--- src/sv/qau_pkg.sv ---
// Package: widths, stage map, command codes, CORDIC table and rounding helpers.
package qau_pkg;

  localparam int COMP_WIDTH   = 16;
  localparam int FRAC_BITS    = COMP_WIDTH - 2;
  localparam int PROD_W       = 2 * COMP_WIDTH;
  localparam int PSUM_W       = PROD_W + 2;
  localparam int SSUM_W       = PROD_W + 1;
  localparam int ROOT_W       = COMP_WIDTH + 1;
  localparam int SQRT_W       = SSUM_W + 1;
  localparam int SQRT_STEPS   = ROOT_W;
  localparam int QUO_W        = COMP_WIDTH - 1;
  localparam int DIV_STEPS    = QUO_W;
  localparam int NUM_W        = COMP_WIDTH + FRAC_BITS;
  localparam int ANGLE_W      = 16;
  localparam int ANGLE_SHIFT  = 15;
  localparam int CORDIC_STEPS = 24;
  localparam int CORDIC_W     = 34;
  localparam int CORDIC_FRAC  = 30;
  localparam int CQ_SHIFT     = CORDIC_FRAC - FRAC_BITS;
  localparam int CQ_W         = CORDIC_W - CQ_SHIFT;
  localparam int ONE_Q        = 1 << FRAC_BITS;

  localparam int ST_SQRT_IN = 2;
  localparam int ST_DIV_IN  = ST_SQRT_IN + SQRT_STEPS;
  localparam int ST_LAST    = ST_DIV_IN + DIV_STEPS;
  localparam int ST_COR_OUT = ST_SQRT_IN + CORDIC_STEPS;

  localparam logic [1:0] CMD_MUL  = 2'd0;
  localparam logic [1:0] CMD_NORM = 2'd1;
  localparam logic [1:0] CMD_CONJ = 2'd2;
  localparam logic [1:0] CMD_AXIS = 2'd3;

  typedef logic signed [COMP_WIDTH-1:0] comp_t;
  typedef logic signed [PROD_W-1:0]     prod_t;
  typedef logic signed [PSUM_W-1:0]     psum_t;
  typedef logic signed [CORDIC_W-1:0]   cval_t;

  localparam comp_t COMP_MAX = {1'b0, {(COMP_WIDTH-1){1'b1}}};
  localparam comp_t COMP_MIN = {1'b1, {(COMP_WIDTH-1){1'b0}}};

  localparam cval_t CORDIC_GAIN = CORDIC_W'(652032874);

  localparam logic [31:0] ATAN_TURNS [CORDIC_STEPS] = '{
    32'h20000000, 32'h12E4051E, 32'h09FB385B, 32'h051111D4, 32'h028B0D43, 32'h0145D7E1,
    32'h00A2F61E, 32'h00517C55, 32'h0028BE53, 32'h00145F2F, 32'h000A2F98, 32'h000517CC,
    32'h00028BE6, 32'h000145F3, 32'h0000A2FA, 32'h0000517D, 32'h000028BE, 32'h0000145F,
    32'h00000A30, 32'h00000518, 32'h0000028C, 32'h00000146, 32'h000000A3, 32'h00000051
  };

  typedef struct {
    logic [1:0] cmd;
    comp_t      a     [4];
    comp_t      rmul  [4];
    comp_t      rconj [4];
  } pass_t;

  // Round half up to the component grid and saturate.
  function automatic comp_t round_sat(input psum_t p);
    psum_t                          t;
    logic [PSUM_W-FRAC_BITS-1:0]    q;
    t = p + (PSUM_W'(1) << (FRAC_BITS - 1));
    q = t[PSUM_W-1:FRAC_BITS];
    if ((&q[PSUM_W-FRAC_BITS-1:COMP_WIDTH-1]) || !(|q[PSUM_W-FRAC_BITS-1:COMP_WIDTH-1])) begin
      return q[COMP_WIDTH-1:0];
    end
    return q[PSUM_W-FRAC_BITS-1] ? COMP_MIN : COMP_MAX;
  endfunction

  // Q3.30 to component grid, round half up, clamp to +-1.0.
  function automatic comp_t clamp_unit(input cval_t v);
    cval_t                   t;
    logic signed [CQ_W-1:0]  q;
    t = v + (CORDIC_W'(1) << (CQ_SHIFT - 1));
    q = t[CORDIC_W-1:CQ_SHIFT];
    if (q > CQ_W'(ONE_Q)) begin
      return COMP_WIDTH'(ONE_Q);
    end
    if (q < CQ_W'(-ONE_Q)) begin
      return COMP_WIDTH'(-ONE_Q);
    end
    return q[COMP_WIDTH-1:0];
  endfunction

endpackage

--- src/sv/qau_div.sv ---
// Pipelined restoring divider, four lanes sharing one divisor.
module qau_div (
  input  logic                        clk,
  input  logic                        en,
  input  logic [qau_pkg::NUM_W-1:0]   num   [4],
  input  logic [qau_pkg::ROOT_W-1:0]  den,
  output logic [qau_pkg::QUO_W-1:0]   quo   [4],
  output logic [qau_pkg::ROOT_W-1:0]  den_out
);

  logic [qau_pkg::ROOT_W-1:0] rem  [qau_pkg::DIV_STEPS][4];
  logic [qau_pkg::QUO_W-1:0]  low  [qau_pkg::DIV_STEPS][4];
  logic [qau_pkg::ROOT_W-1:0] dv   [qau_pkg::DIV_STEPS];
  logic [qau_pkg::ROOT_W-1:0] cur_rem  [qau_pkg::DIV_STEPS+1][4];
  logic [qau_pkg::QUO_W-1:0]  cur_low  [qau_pkg::DIV_STEPS+1][4];
  logic [qau_pkg::ROOT_W-1:0] cur_dv   [qau_pkg::DIV_STEPS+1];
  logic [qau_pkg::ROOT_W-1:0] rem_next [qau_pkg::DIV_STEPS][4];
  logic [qau_pkg::QUO_W-1:0]  low_next [qau_pkg::DIV_STEPS][4];

  always_comb begin
    logic [qau_pkg::ROOT_W:0] t;
    logic                     ge;
    for (int l = 0; l < 4; l++) begin
      cur_rem[0][l] = qau_pkg::ROOT_W'(num[l][qau_pkg::NUM_W-1:qau_pkg::QUO_W]);
      cur_low[0][l] = num[l][qau_pkg::QUO_W-1:0];
    end
    cur_dv[0] = den;
    for (int k = 0; k < qau_pkg::DIV_STEPS; k++) begin
      cur_rem[k+1] = rem[k];
      cur_low[k+1] = low[k];
      cur_dv[k+1]  = dv[k];
    end
    for (int k = 0; k < qau_pkg::DIV_STEPS; k++) begin
      for (int l = 0; l < 4; l++) begin
        t  = {cur_rem[k][l], cur_low[k][l][qau_pkg::QUO_W-1]};
        ge = (t >= {1'b0, cur_dv[k]});
        rem_next[k][l] = ge ? qau_pkg::ROOT_W'(t - {1'b0, cur_dv[k]})
                            : t[qau_pkg::ROOT_W-1:0];
        low_next[k][l] = {cur_low[k][l][qau_pkg::QUO_W-2:0], ge};
      end
    end
  end

  always_ff @(posedge clk) begin
    if (en) begin
      for (int k = 0; k < qau_pkg::DIV_STEPS; k++) begin
        rem[k] <= rem_next[k];
        low[k] <= low_next[k];
        dv[k]  <= cur_dv[k];
      end
    end
  end

  assign quo     = low[qau_pkg::DIV_STEPS-1];
  assign den_out = dv[qau_pkg::DIV_STEPS-1];

endmodule

--- config.mk ---
export PLATFORM = sky130hd
export DESIGN_NAME = qau_div
export DESIGN_NICKNAME = d
export VERILOG_FILES = /design/src/sv/qau_pkg.sv /design/src/sv/qau_div.sv
export SDC_FILE = /design/constraint.sdc
export NUM_CORES = 2
export LEC_CHECK = 0
export ABC_CLOCK_PERIOD_IN_PS = 3300
export BUFFER_PORTS_ARGS = -buffer_cell sky130_fd_sc_hd__buf_4
export CORE_UTILIZATION = 58
export CTS_CLUSTER_DIAMETER = 150
export DETAILED_ROUTE_END_ITERATION = 7
export PLACE_DENSITY_LB_ADDON = 0.05
export REMOVE_ABC_BUFFERS = 1
export SYNTH_ARGS = -nofsm -noshare
export SYNTH_HDL_FRONTEND = slang
export SYNTH_SLANG_ARGS = --single-unit
export TNS_END_PERCENT = 100
--- constraint.sdc ---
create_clock -name clk -period 3.3 [get_ports clk]
set_input_delay 0 -clock clk [delete_from_list [all_inputs] [get_ports clk]]
set_output_delay 0 -clock clk [all_outputs]
set_load 0.05 [all_outputs]
==> impl_metrics.tcl <==
set metrics [dict create \
    run_status "finished, violations left" \
    violations "setup timing" \
    rrSetupSlack_ns -0.08 \
    drive_gt1_frac 0.207 \
    grt_use_total 0.325 \
    synthCells 9852 \
    timing_hold_violations_final 0 \
    grt_pass1_vias 82637 \
    ios 216 \
    r2r-end "rem[1][97]" \
    timing.slew.headroom 0.385 \
    cts_buffers 222 \
    dp_hpwl_um 263000 \
    power_uw 146000 \
    dp.cells 13263 \
    htree_levels 4 \
    cts_tree "yes" \
    design_area_sq_um 144000 \
    root_buffer "clkbuf_16" \
    nFillCells 14166 \
    critPathKind "reg2reg" \
    dpl_cell_area_sq_um 130000 \
    final_cells 14116 \
    drt_pass1_iterations 6 \
    vias 86431 \
    rr_startpoint "dv[1][0]" \
    hold_depth 3 \
    cp_cell_sequence "buf_6 -> buf_6 -> ha_4 -> inv_2 -> fa_2 -> a21o_1 -> a221oi_2 -> buf_4 -> buf_6 -> a21oi_4 -> o211ai_1 -> a22o_2 -> buf_12 -> inv_1 -> mux2_2" \
    grt_max_degree 131 \
    wl_um 352000 \
    antenna_found_initial 12 \
    worstRegToRegCells 15 \
    skew_ns 0.0667 \
    setup_tns_ns -0.785 \
    ant_nets 0 \
    powerDensity_nw_per_um2 1010 \
    p_leak_uw 0.0577 \
    insertion_delay_ns 0.89 \
    rsz0062_at_grt "true" \
    grt_pass1_wl_um 509000 \
    fp.coreArea_sq_um 205000 \
    dieArea_sq_um 208000 \
    routabilityCongestion 1.01 \
    area.growth.synth_to_final_pct 20.6 \
    crit_start "dv[1][0]" \
    finalNetCount 12439 \
    min_period_ns 3.38 \
    avgSynthCellArea_sq_um 12.1 \
    hold_path.class "in2reg" \
    synth.distinct_cells 95 \
    ys.flop_type "edfxtp_1" \
    setup_viol 42 \
    synth_edf_count 2107 \
    timing.critical_path.to "rem[1][97]" \
    timing.final.ws_setup_ns -0.0813 \
    clock_sinks 2107 \
    via_per_inst 6.12 \
    start_util 0.583 \
    placementRows 166 \
    max_clock_freq_ghz 0.296 \
    tightest_slew_ns 0.921 \
    port-buffer-count 215 \
    cp_slowest_stage_delay_ns 0.43 \
    drc_errors 0 \
    cp.depth 15 \
    cp_num_buf_inv 7 \
    ys_seq_elements 2107 \
    crit_path_max_fanout 9 \
    worst_setup_path_start_kind "flop" \
    finalCritPeriodShare 1.02 \
    worstSetupEndpointType "flop" \
    worstPathArrival_ns 3.97 \
    grt_overflow 0 \
    vdd_drop_max_mv 0.630 \
    die_w_um 456 \
    slew_viol_final 0 \
    ys_seq_area_frac 0.530 \
    die_h_um 456 \
    cp_top_family "compound AO/OA/AOI/OAI gates" \
    ys_warn_count 0 \
    synthesis.area_sq_um 119000 \
    drtIter0Drc 8514 \
    required_ns 3.89 \
    slowest_stage "edfxtp_1" \
    crit_top_cell "buf_6" \
    cts_buffer_depth 3 \
    avgRoutedWirePerCell_um 24.9 \
    clkTransAtPathRegs_ns 0.06 \
    maxCapViolations 0 \
    synth-async-reset-ratio 0 \
]
-- synthesized netlist by cell type, types with 23 or more instances --
master,count,share of area
clkbuf_1,78,0.0025
nor2_1,613,0.019
edfxtp_1,2107,0.53
o211ai_1,43,0.0027
fa_1,56,0.0094
ha_1,1016,0.11
a21oi_1,729,0.031
a21o_1,318,0.020
xor2_1,286,0.021
nor2b_1,125,0.0066
nand4_1,108,0.0057
a211oi_1,75,0.0047
a31oi_1,90,0.0047
o31ai_1,60,0.0038
or3_1,49,0.0026
o21ai_0,615,0.026
o21a_1,115,0.0072
a211o_1,32,0.0023
o2111ai_1,23,0.0017
and3_1,76,0.0040
nand2b_1,97,0.0051
inv_1,547,0.017
nand2_1,582,0.018
xnor2_1,431,0.032
nor3_1,167,0.0070
mux2i_1,56,0.0047
o41ai_1,23,0.0017
or2_2,41,0.0021
buf_2,60,0.0025
o31a_1,57,0.0042
a21boi_0,30,0.0019
nand3_1,126,0.0053
o21bai_1,121,0.0076
mux2_2,534,0.050
-- layout make-up --
class,count,area [sq um],area share
Clock buffer,249,5660,0.0393
Antenna cell,7,17.5,0.000122
Timing Repair Buffer,1304,12100,0.0844
Clock inverter,168,2160,0.0150
Inverter,547,2060,0.0143
Tap cell,2688,3360,0.0234
Multi-Input combinational cell,7046,55200,0.384
Sequential cell,2107,63300,0.440
-- how the worst min path moves through the flow --
stage,from,endpoint
finish,num[56],rem[0][29]
detailed placement,num[60],low[0][31]
global route,num[56],rem[0][29]
global placement,num[100],low[0][56]
floorplan,den[0],dv[0][0]
CTS,num[109],rem[0][56]
-- worst reg2reg max path, cell delays in order, from the launching register on --
cell	delay, ns
edfxtp_1	0.43
buf_6	0.14
buf_6	0.09
ha_4	0.11
inv_2	0.04
fa_2	0.37
a21o_1	0.23
a221oi_2	0.24
buf_4	0.19
buf_6	0.11
a21oi_4	0.07
o211ai_1	0.28
a22o_2	0.29
buf_12	0.17
inv_1	0.06
mux2_2	0.29
-- stage by stage --
step / hold slack [ns] / util / worst slack (ns)
3_5_place_dp: 0.179 / 0.633 / -0.235
4_1_cts: 0.000281 / 0.689 / -0.0306
6_report: 0.0390 / 0.703 / -0.0813
2_1_floorplan: 0.0989 / - / -1.70
5_1_grt: 0.0215 / 0.703 / -0.139
3_3_place_gp: 0.178 / 0.633 / -0.154
-- power by group --
group          internal, uW  switching, uW  leakage, uW
registers             40500           6460       0.0206
logic                 33900          38200       0.0333
clock network         15300          11200      0.00375
total                 89800          55800       0.0577
-- layer usage --
layer / share of wire / global-route usage / wire [um] / vias to the layer above
met5: 0.000074 / 0 / 26 / -
met4: 0.045 / 0.134 / 15900 / 4
met3: 0.078 / 0.0464 / 27400 / 697
met2: 0.45 / 0.508 / 158000 / 3600
met1: 0.43 / 0.457 / 151000 / 41981
li1: - / - / - / 40149
-- flip-flops by register name, indices dropped and copies added, names as in the netlist --
name  count
low     900
rem     952
dv      255
-- layout by cell type, fill, tap and decap left out, types with 45 or more instances in the layout --
master,n
nor2_1,608
o21ai_1,46
o31ai_1,46
mux2_4,85
nand3_1,125
a21o_1,318
nor2b_1,124
a21oi_2,45
nor3_1,166
edfxtp_1,2107
inv_1,509
xnor2_1,431
nand2b_1,97
ha_1,993
nand2_1,580
o21ai_0,541
mux2_2,457
o21bai_1,116
o21a_1,114
buf_12,81
nand4_1,108
o21ai_2,50
xor2_1,286
a211oi_1,52
clkbuf_16,244
mux2i_1,53
dlygate4sd3_1,252
buf_4,889
a31oi_1,80
or3_1,49
a21oi_1,682
and3_1,76
o31a_1,56
-- kinds of logic after synthesis --
logic type                 after synthesis  share of synthesized area
and+or+nand+nor                       2085                     0.0826
muxes                                  598                     0.0561
AOI/OAI and AO/OA                     2572                      0.139
xor gates and xnor gates               717                     0.0526
DFF                                   2107                      0.530
buffers and inverters                  701                     0.0235
adders and majority gates             1072                      0.116
-- timing repair --
action	4_1_cts	5_1_grt
hold endpoints to repair	496	0
setup buffers	48	99
pin swaps	45	168
endpoints found under the setup margin	429	758
hold buffers	252	0
cloned	8	28
gates resized for setup	112	463
No activity file was read; power rests on OpenSTA's default activity.
