### src/sv/qau_pkg.sv
// Package: widths, stage map, command codes, CORDIC table and rounding helpers.
package qau_pkg;

  localparam int COMP_WIDTH   = 16;
  localparam int FRAC_BITS    = COMP_WIDTH - 2;
  localparam int PROD_W       = 2 * COMP_WIDTH;
  localparam int PSUM_W       = PROD_W + 2;
  localparam int SSUM_W       = PROD_W + 1;
  localparam int ROOT_W       = COMP_WIDTH + 1;
  localparam int SQRT_W       = SSUM_W + 1;
  localparam int SQRT_STEPS   = ROOT_W;
  localparam int QUO_W        = COMP_WIDTH - 1;
  localparam int DIV_STEPS    = QUO_W;
  localparam int NUM_W        = COMP_WIDTH + FRAC_BITS;
  localparam int ANGLE_W      = 16;
  localparam int ANGLE_SHIFT  = 15;
  localparam int CORDIC_STEPS = 24;
  localparam int CORDIC_W     = 34;
  localparam int CORDIC_FRAC  = 30;
  localparam int CQ_SHIFT     = CORDIC_FRAC - FRAC_BITS;
  localparam int CQ_W         = CORDIC_W - CQ_SHIFT;
  localparam int ONE_Q        = 1 << FRAC_BITS;

  localparam int ST_SQRT_IN = 2;
  localparam int ST_DIV_IN  = ST_SQRT_IN + SQRT_STEPS;
  localparam int ST_LAST    = ST_DIV_IN + DIV_STEPS;
  localparam int ST_COR_OUT = ST_SQRT_IN + CORDIC_STEPS;

  localparam logic [1:0] CMD_MUL  = 2'd0;
  localparam logic [1:0] CMD_NORM = 2'd1;
  localparam logic [1:0] CMD_CONJ = 2'd2;
  localparam logic [1:0] CMD_AXIS = 2'd3;

  typedef logic signed [COMP_WIDTH-1:0] comp_t;
  typedef logic signed [PROD_W-1:0]     prod_t;
  typedef logic signed [PSUM_W-1:0]     psum_t;
  typedef logic signed [CORDIC_W-1:0]   cval_t;

  localparam comp_t COMP_MAX = {1'b0, {(COMP_WIDTH-1){1'b1}}};
  localparam comp_t COMP_MIN = {1'b1, {(COMP_WIDTH-1){1'b0}}};

  localparam cval_t CORDIC_GAIN = CORDIC_W'(652032874);

  localparam logic [31:0] ATAN_TURNS [CORDIC_STEPS] = '{
    32'h20000000, 32'h12E4051E, 32'h09FB385B, 32'h051111D4, 32'h028B0D43, 32'h0145D7E1,
    32'h00A2F61E, 32'h00517C55, 32'h0028BE53, 32'h00145F2F, 32'h000A2F98, 32'h000517CC,
    32'h00028BE6, 32'h000145F3, 32'h0000A2FA, 32'h0000517D, 32'h000028BE, 32'h0000145F,
    32'h00000A30, 32'h00000518, 32'h0000028C, 32'h00000146, 32'h000000A3, 32'h00000051
  };

  typedef struct {
    logic [1:0] cmd;
    comp_t      a     [4];
    comp_t      rmul  [4];
    comp_t      rconj [4];
  } pass_t;

  // Round half up to the component grid and saturate.
  function automatic comp_t round_sat(input psum_t p);
    psum_t                          t;
    logic [PSUM_W-FRAC_BITS-1:0]    q;
    t = p + (PSUM_W'(1) << (FRAC_BITS - 1));
    q = t[PSUM_W-1:FRAC_BITS];
    if ((&q[PSUM_W-FRAC_BITS-1:COMP_WIDTH-1]) || !(|q[PSUM_W-FRAC_BITS-1:COMP_WIDTH-1])) begin
      return q[COMP_WIDTH-1:0];
    end
    return q[PSUM_W-FRAC_BITS-1] ? COMP_MIN : COMP_MAX;
  endfunction

  // Q3.30 to component grid, round half up, clamp to +-1.0.
  function automatic comp_t clamp_unit(input cval_t v);
    cval_t                   t;
    logic signed [CQ_W-1:0]  q;
    t = v + (CORDIC_W'(1) << (CQ_SHIFT - 1));
    q = t[CORDIC_W-1:CQ_SHIFT];
    if (q > CQ_W'(ONE_Q)) begin
      return COMP_WIDTH'(ONE_Q);
    end
    if (q < CQ_W'(-ONE_Q)) begin
      return COMP_WIDTH'(-ONE_Q);
    end
    return q[COMP_WIDTH-1:0];
  endfunction

endpackage

### src/sv/qau_sqrt.sv
// Pipelined integer square root, one result bit per stage.
module qau_sqrt (
  input  logic                           clk,
  input  logic                           en,
  input  logic [qau_pkg::SSUM_W-1:0]     value,
  output logic [qau_pkg::ROOT_W-1:0]     root
);

  logic [qau_pkg::SQRT_W-1:0] rem      [qau_pkg::SQRT_STEPS];
  logic [qau_pkg::SQRT_W-1:0] rt       [qau_pkg::SQRT_STEPS];
  logic [qau_pkg::SQRT_W-1:0] rem_next [qau_pkg::SQRT_STEPS];
  logic [qau_pkg::SQRT_W-1:0] rt_next  [qau_pkg::SQRT_STEPS];
  logic [qau_pkg::SQRT_W-1:0] cur_rem  [qau_pkg::SQRT_STEPS+1];
  logic [qau_pkg::SQRT_W-1:0] cur_rt   [qau_pkg::SQRT_STEPS+1];

  always_comb begin
    logic [qau_pkg::SQRT_W-1:0] bitv;
    logic [qau_pkg::SQRT_W-1:0] trial;
    cur_rem[0] = qau_pkg::SQRT_W'(value);
    cur_rt[0]  = '0;
    for (int k = 0; k < qau_pkg::SQRT_STEPS; k++) begin
      cur_rem[k+1] = rem[k];
      cur_rt[k+1]  = rt[k];
    end
    for (int k = 0; k < qau_pkg::SQRT_STEPS; k++) begin
      bitv  = qau_pkg::SQRT_W'(1) << (2 * (qau_pkg::SQRT_STEPS - 1 - k));
      trial = cur_rt[k] + bitv;
      if (cur_rem[k] >= trial) begin
        rem_next[k] = cur_rem[k] - trial;
        rt_next[k]  = (cur_rt[k] >> 1) + bitv;
      end else begin
        rem_next[k] = cur_rem[k];
        rt_next[k]  = cur_rt[k] >> 1;
      end
    end
  end

  always_ff @(posedge clk) begin
    if (en) begin
      for (int k = 0; k < qau_pkg::SQRT_STEPS; k++) begin
        rem[k] <= rem_next[k];
        rt[k]  <= rt_next[k];
      end
    end
  end

  assign root = rt[qau_pkg::SQRT_STEPS-1][qau_pkg::ROOT_W-1:0];

endmodule

### config.mk
export PLATFORM = sky130hd
export DESIGN_NAME = qau_sqrt
export DESIGN_NICKNAME = d
export VERILOG_FILES = /design/src/sv/qau_pkg.sv /design/src/sv/qau_sqrt.sv
export SDC_FILE = /design/constraint.sdc
export NUM_CORES = 1
export LEC_CHECK = 0
export ABC_AREA = 0
export BUFFER_PORTS_ARGS = -buffer_cell sky130_fd_sc_hd__buf_2
export CAP_MARGIN = 20
export CORE_MARGIN = 8
export CORE_UTILIZATION = 50
export CTS_BUF_LIST = sky130_fd_sc_hd__clkbuf_8 sky130_fd_sc_hd__clkbuf_16
export CTS_CLUSTER_SIZE = 10
export DETAILED_ROUTE_END_ITERATION = 12
export GPL_ROUTABILITY_DRIVEN = 0
export GPL_TIMING_DRIVEN = 0
export PLACE_DENSITY_LB_ADDON = 0.1
export REMOVE_ABC_BUFFERS = 1
export SETUP_SLACK_MARGIN = 0.1
export SLEW_MARGIN = 30
export SYNTH_ARGS = -nofsm -noshare
export SYNTH_HDL_FRONTEND = slang
export SYNTH_SLANG_ARGS = --single-unit
### constraint.sdc
create_clock -name clk -period 6 [get_ports clk]
set_clock_uncertainty 0.15 [all_clocks]
set_input_delay 0.3 -clock clk [delete_from_list [all_inputs] [get_ports clk]]
set_output_delay 0.3 -clock clk [all_outputs]
set_load 0.005 [all_outputs]
==> metrics.txt <==
# TYPE chip_impl_metric gauge
chip_impl_info{name="status",value="completed"} 1
chip_impl_metric{name="number_of_buffers_inserted_by_port_buffering",unit=""} 51
chip_impl_metric{name="finalNetCount",unit=""} 2913
chip_impl_info{name="critPathLaunchType",value="register"} 1
chip_impl_metric{name="synthesis.area",unit="um^2"} 33100
chip_impl_metric{name="placed_cells_incl_taps",unit=""} 3458
chip_impl_metric{name="synth_warnings",unit=""} 0
chip_impl_metric{name="synth-edff-count",unit=""} 697
chip_impl_metric{name="ys_types",unit=""} 85
chip_impl_info{name="r2r_end",value="rem[0][540]$_DFFE_PP_"} 1
chip_impl_metric{name="clock_path_buffers",unit=""} 3
chip_impl_metric{name="grtUsageMet1",unit=""} 0.2043
chip_impl_metric{name="worst_slew_pin_slew",unit="ns"} 0.9407
chip_impl_metric{name="clkLatencyLatePin",unit="ns"} 0.63
chip_impl_metric{name="ant_nets",unit=""} 0
chip_impl_metric{name="max_slew_margin",unit=""} 0.3695
chip_impl_info{name="ys_dominant_reg_cell",value="sky130_fd_sc_hd__edfxtp_1"} 1
chip_impl_metric{name="vias_in_the_first_global_route",unit=""} 20560
chip_impl_metric{name="drt_first_iter_violations",unit=""} 1440
chip_impl_metric{name="detailed_place.area",unit="um^2"} 34520
chip_impl_metric{name="die_w",unit="um"} 273.3
chip_impl_metric{name="worst_ir_drop_vdd",unit="uV"} 290.9
chip_impl_metric{name="drive_gt1_frac",unit=""} 0.07906
chip_impl_metric{name="gr-usage-all-layers",unit=""} 0.1771
chip_impl_info{name="critPathKind",value="register to register"} 1
chip_impl_metric{name="drt_drc_violations_left",unit=""} 0
chip_impl_metric{name="cellPowerDensity",unit="nW/um^2"} 352.6
chip_impl_info{name="worst_hold_path.endpoint",value="rem[0][21]$_DFFE_PP_"} 1
chip_impl_metric{name="ys_seq_area_frac",unit=""} 0.6324
chip_impl_metric{name="grt_overflow_total",unit=""} 0
chip_impl_metric{name="final_cell_area",unit="um^2"} 37150
chip_impl_metric{name="num_io_pins",unit=""} 52
chip_impl_metric{name="effective_utilization_at_floorplan",unit=""} 0.5043
chip_impl_metric{name="final_period_minus_worst_setup_slack",unit="ns"} 4.087
chip_impl_metric{name="final_cell_count_no_fill",unit=""} 3596
chip_impl_metric{name="grt_max_degree",unit=""} 97
chip_impl_metric{name="numClockSinks",unit=""} 697
chip_impl_metric{name="asyncSetResetFlopFracSynth",unit=""} 0
chip_impl_metric{name="post-route-util",unit=""} 0.5660
chip_impl_metric{name="max-cap-violations",unit=""} 0
chip_impl_info{name="synth_most_common_cell",value="sky130_fd_sc_hd__edfxtp_1"} 1
chip_impl_metric{name="fp.dieArea",unit="um^2"} 74680
chip_impl_metric{name="met3_usage",unit=""} 0.03013
chip_impl_metric{name="fin_crit_sh",unit=""} 0.6812
chip_impl_metric{name="floorplan.die.height",unit="um"} 273.3
chip_impl_info{name="yosys-top-cells-area",value="sky130_fd_sc_hd__edfxtp_1 63%, sky130_fd_sc_hd__ha_1 6.3%, sky130_fd_sc_hd__xnor2_1 3.3%"} 1
chip_impl_info{name="tritoncts_clock_tree",value="built"} 1
chip_impl_info{name="clock_tree.root_cell",value="sky130_fd_sc_hd__clkbuf_16"} 1
chip_impl_metric{name="cts.reportedPaths.clkPinSlew",unit="ns"} 0.05
chip_impl_metric{name="required_time_at_the_endpoint_of_the_critical_path",unit="ns"} 6.22
chip_impl_metric{name="area_growth",unit="%"} 12.24
chip_impl_metric{name="cp_max_fo",unit=""} 40
chip_impl_metric{name="pre_repair_dr_iteration_count",unit=""} 7
chip_impl_metric{name="yosys_register_bits",unit=""} 697
chip_impl_metric{name="min_delay_path_depth",unit=""} 2
chip_impl_metric{name="clock_tree.htree_level_count",unit=""} 3
chip_impl_metric{name="postRouteWirelength",unit="um"} 66950
chip_impl_metric{name="detailedPlacementHpwl",unit="um"} 48940
chip_impl_metric{name="postSynthAreaPerCell",unit="um^2"} 12.85
chip_impl_metric{name="flop2flop_setup_slack",unit="ns"} 1.91
chip_impl_metric{name="synth.top_cell.area_share",unit=""} 0.6324
chip_impl_metric{name="count_of_inserted_antenna_diode_cells",unit=""} 0
chip_impl_metric{name="report.power.total",unit="uW"} 13100
chip_impl_metric{name="post_cts_buffers",unit=""} 0
chip_impl_info{name="regToRegStartpoint",value="rem[0][480]$_DFFE_PP_"} 1
chip_impl_metric{name="r2r.worst_path.cells",unit=""} 8
chip_impl_metric{name="design.core.area",unit="um^2"} 65630
chip_impl_metric{name="route.vias.total",unit=""} 20320
chip_impl_info{name="worst_hold_startpoint",value="value[21]"} 1
chip_impl_info{name="rsz0062_at_grt",value="no"} 1
chip_impl_metric{name="timing.fmax",unit="MHz"} 244.7
chip_impl_metric{name="global_route.usage.met2",unit=""} 0.3309
chip_impl_metric{name="power.static_leakage",unit="uW"} 0.01386
chip_impl_metric{name="row_count",unit=""} 94
chip_impl_info{name="hp-class",value="primary input to register"} 1
chip_impl_info{name="netlist_top_cells_count",value="697 x sky130_fd_sc_hd__edfxtp_1, 204 x sky130_fd_sc_hd__inv_1, 173 x sky130_fd_sc_hd__nor2_1, 166 x sky130_fd_sc_hd__ha_1, 154 x sky130_fd_sc_hd__nand2_1"} 1
chip_impl_metric{name="syn_inst",unit=""} 2576
chip_impl_metric{name="hold_violations",unit=""} 0
chip_impl_metric{name="report.final.slew_viol_count",unit=""} 0
chip_impl_metric{name="antenna_violations_before_repair",unit=""} 0
chip_impl_info{name="synthDominantAreaCellType",value="sky130_fd_sc_hd__edfxtp_1"} 1
chip_impl_metric{name="grt_first_pass_wirelength",unit="um"} 107300
chip_impl_info{name="globalRoute.busiestLayer",value="met2"} 1
chip_impl_metric{name="post_drt_via_cell_ratio",unit=""} 5.651
chip_impl_metric{name="detail_route.wl_per_cell",unit="um"} 18.62
chip_impl_metric{name="setup_viol",unit=""} 0
chip_impl_metric{name="worstPathArrival",unit="ns"} 4.31
chip_impl_info{name="critical_path.endpoint_type",value="register"} 1
chip_impl_metric{name="tritoncts.num_buffers",unit=""} 81
critical path, stage by stage, from the launching register on:
cell and delay [ns]:
sky130_fd_sc_hd__edfxtp_1 0.40, sky130_fd_sc_hd__ha_1 0.37, sky130_fd_sc_hd__nor2b_1 0.17, sky130_fd_sc_hd__o31ai_1 0.51, sky130_fd_sc_hd__a21oi_1 0.31, sky130_fd_sc_hd__o31ai_1 0.77
sky130_fd_sc_hd__nand2_2 0.66, sky130_fd_sc_hd__o2111ai_1 0.38, sky130_fd_sc_hd__xnor2_1 0.11
cell usage in the layout, fill, tap and decap left out, types with 25 or more instances in the layout:
cell type                       synthesis  layout
sky130_fd_sc_hd__nand4_1               33      33
sky130_fd_sc_hd__xor2_1               102     102
sky130_fd_sc_hd__mux2_2                25      25
sky130_fd_sc_hd__nand3_1               36      36
sky130_fd_sc_hd__nand2_1              154     153
sky130_fd_sc_hd__buf_2                 18      52
sky130_fd_sc_hd__nor4_1                81      81
sky130_fd_sc_hd__o21ai_0              123     123
sky130_fd_sc_hd__nor3_1                85      84
sky130_fd_sc_hd__dlygate4sd3_1          0      34
sky130_fd_sc_hd__nand2b_1              30      30
sky130_fd_sc_hd__ha_1                 166     166
sky130_fd_sc_hd__edfxtp_1             697     697
sky130_fd_sc_hd__clkbuf_16              0      82
sky130_fd_sc_hd__or3_1                 31      31
sky130_fd_sc_hd__inv_1                204     212
sky130_fd_sc_hd__o21a_1                32      32
sky130_fd_sc_hd__xnor2_1              124     124
sky130_fd_sc_hd__nor2_1               173     172
sky130_fd_sc_hd__a21oi_1              134     134
registers in the layout, summed over array words and instances, names as in the netlist:
register  cells
rt          153
rem         544
layer usage:
| layer | up-vias | part of all wire | routed length [um] |
|---|---|---|---|
| met2 | 431 | 0.53 | 35380 |
| met3 | 116 | 0.043 | 2868 |
| met4 | 0 | 0.022 | 1506 |
| met5 | - | 0 | 0 |
| li1 | 9884 | - | - |
| met1 | 9890 | 0.41 | 27190 |
area by class of cell:
cell class | instances | area [um^2]
Clock inverter | 21 | 217.7
Tap cell | 864 | 1081
Clock buffer | 82 | 2052
Sequential cell | 697 | 20930
Timing Repair Buffer | 99 | 873.3
Multi-Input combinational cell | 1627 | 11220
Fill cell | 5289 | 28480
Inverter | 206 | 773.2
cells by family (layout without fill, tap and decap cells):
family / Yosys count / count (layout) / synth area share
AOI/OAI and AO/OA: 455 / 455 / 0.08661
xor gates and xnor gates: 226 / 226 / 0.05981
adders and majority gates: 166 / 166 / 0.06276
buffers and inverters: 253 / 408 / 0.02994
DFF: 697 / 697 / 0.6324
muxes: 33 / 33 / 0.01093
other: 1 / 2 / 0.0001133
and+or+nand+nor: 745 / 745 / 0.1174
power breakdown:
part           internal [uW]  leakage, uW  switching [uW]  total [uW]
clock                   2450      0.00113            1860        4310
sequential              6140      0.00668             459        6600
combinational            947      0.00605            1250        2190
what timing repair did:
item | in CTS | in global routing
hold endpoints to repair | 80 | 0
resized for setup | 0 | 0
hold buffers | 34 | 0
worst max-delay path by stage:
stage / endpoint / slack, ns / cells past startpoint / startpoint
after CTS: rem[0][540]$_DFFE_PP_ / 1.93 / 8 / rem[0][480]$_DFFE_PP_
after global placement: rem[0][536]$_DFFE_PP_ / -5.92 / 1 / en
after floorplan: rem[0][452]$_DFFE_PP_ / 2.40 / 7 / rem[0][416]$_DFFE_PP_
after global routing: rem[0][540]$_DFFE_PP_ / 1.55 / 8 / rem[0][480]$_DFFE_PP_
after detailed placement: rem[0][517]$_DFFE_PP_ / 1.95 / 7 / rem[0][480]$_DFFE_PP_
final: rem[0][540]$_DFFE_PP_ / 1.91 / 8 / rem[0][480]$_DFFE_PP_
metrics by stage:
stage,hold slack (ns),TNS (ns),setup WS [ns]
2_1_floorplan,0.2489,0,2.398
3_3_place_gp,0.2794,-4030.23,-5.916
3_5_place_dp,0.2838,0,1.954
4_1_cts,0.1835,0,1.934
5_1_grt,0.1978,0,1.546
6_report,0.2336,0,1.913
(Power assumes the default switching activity.)
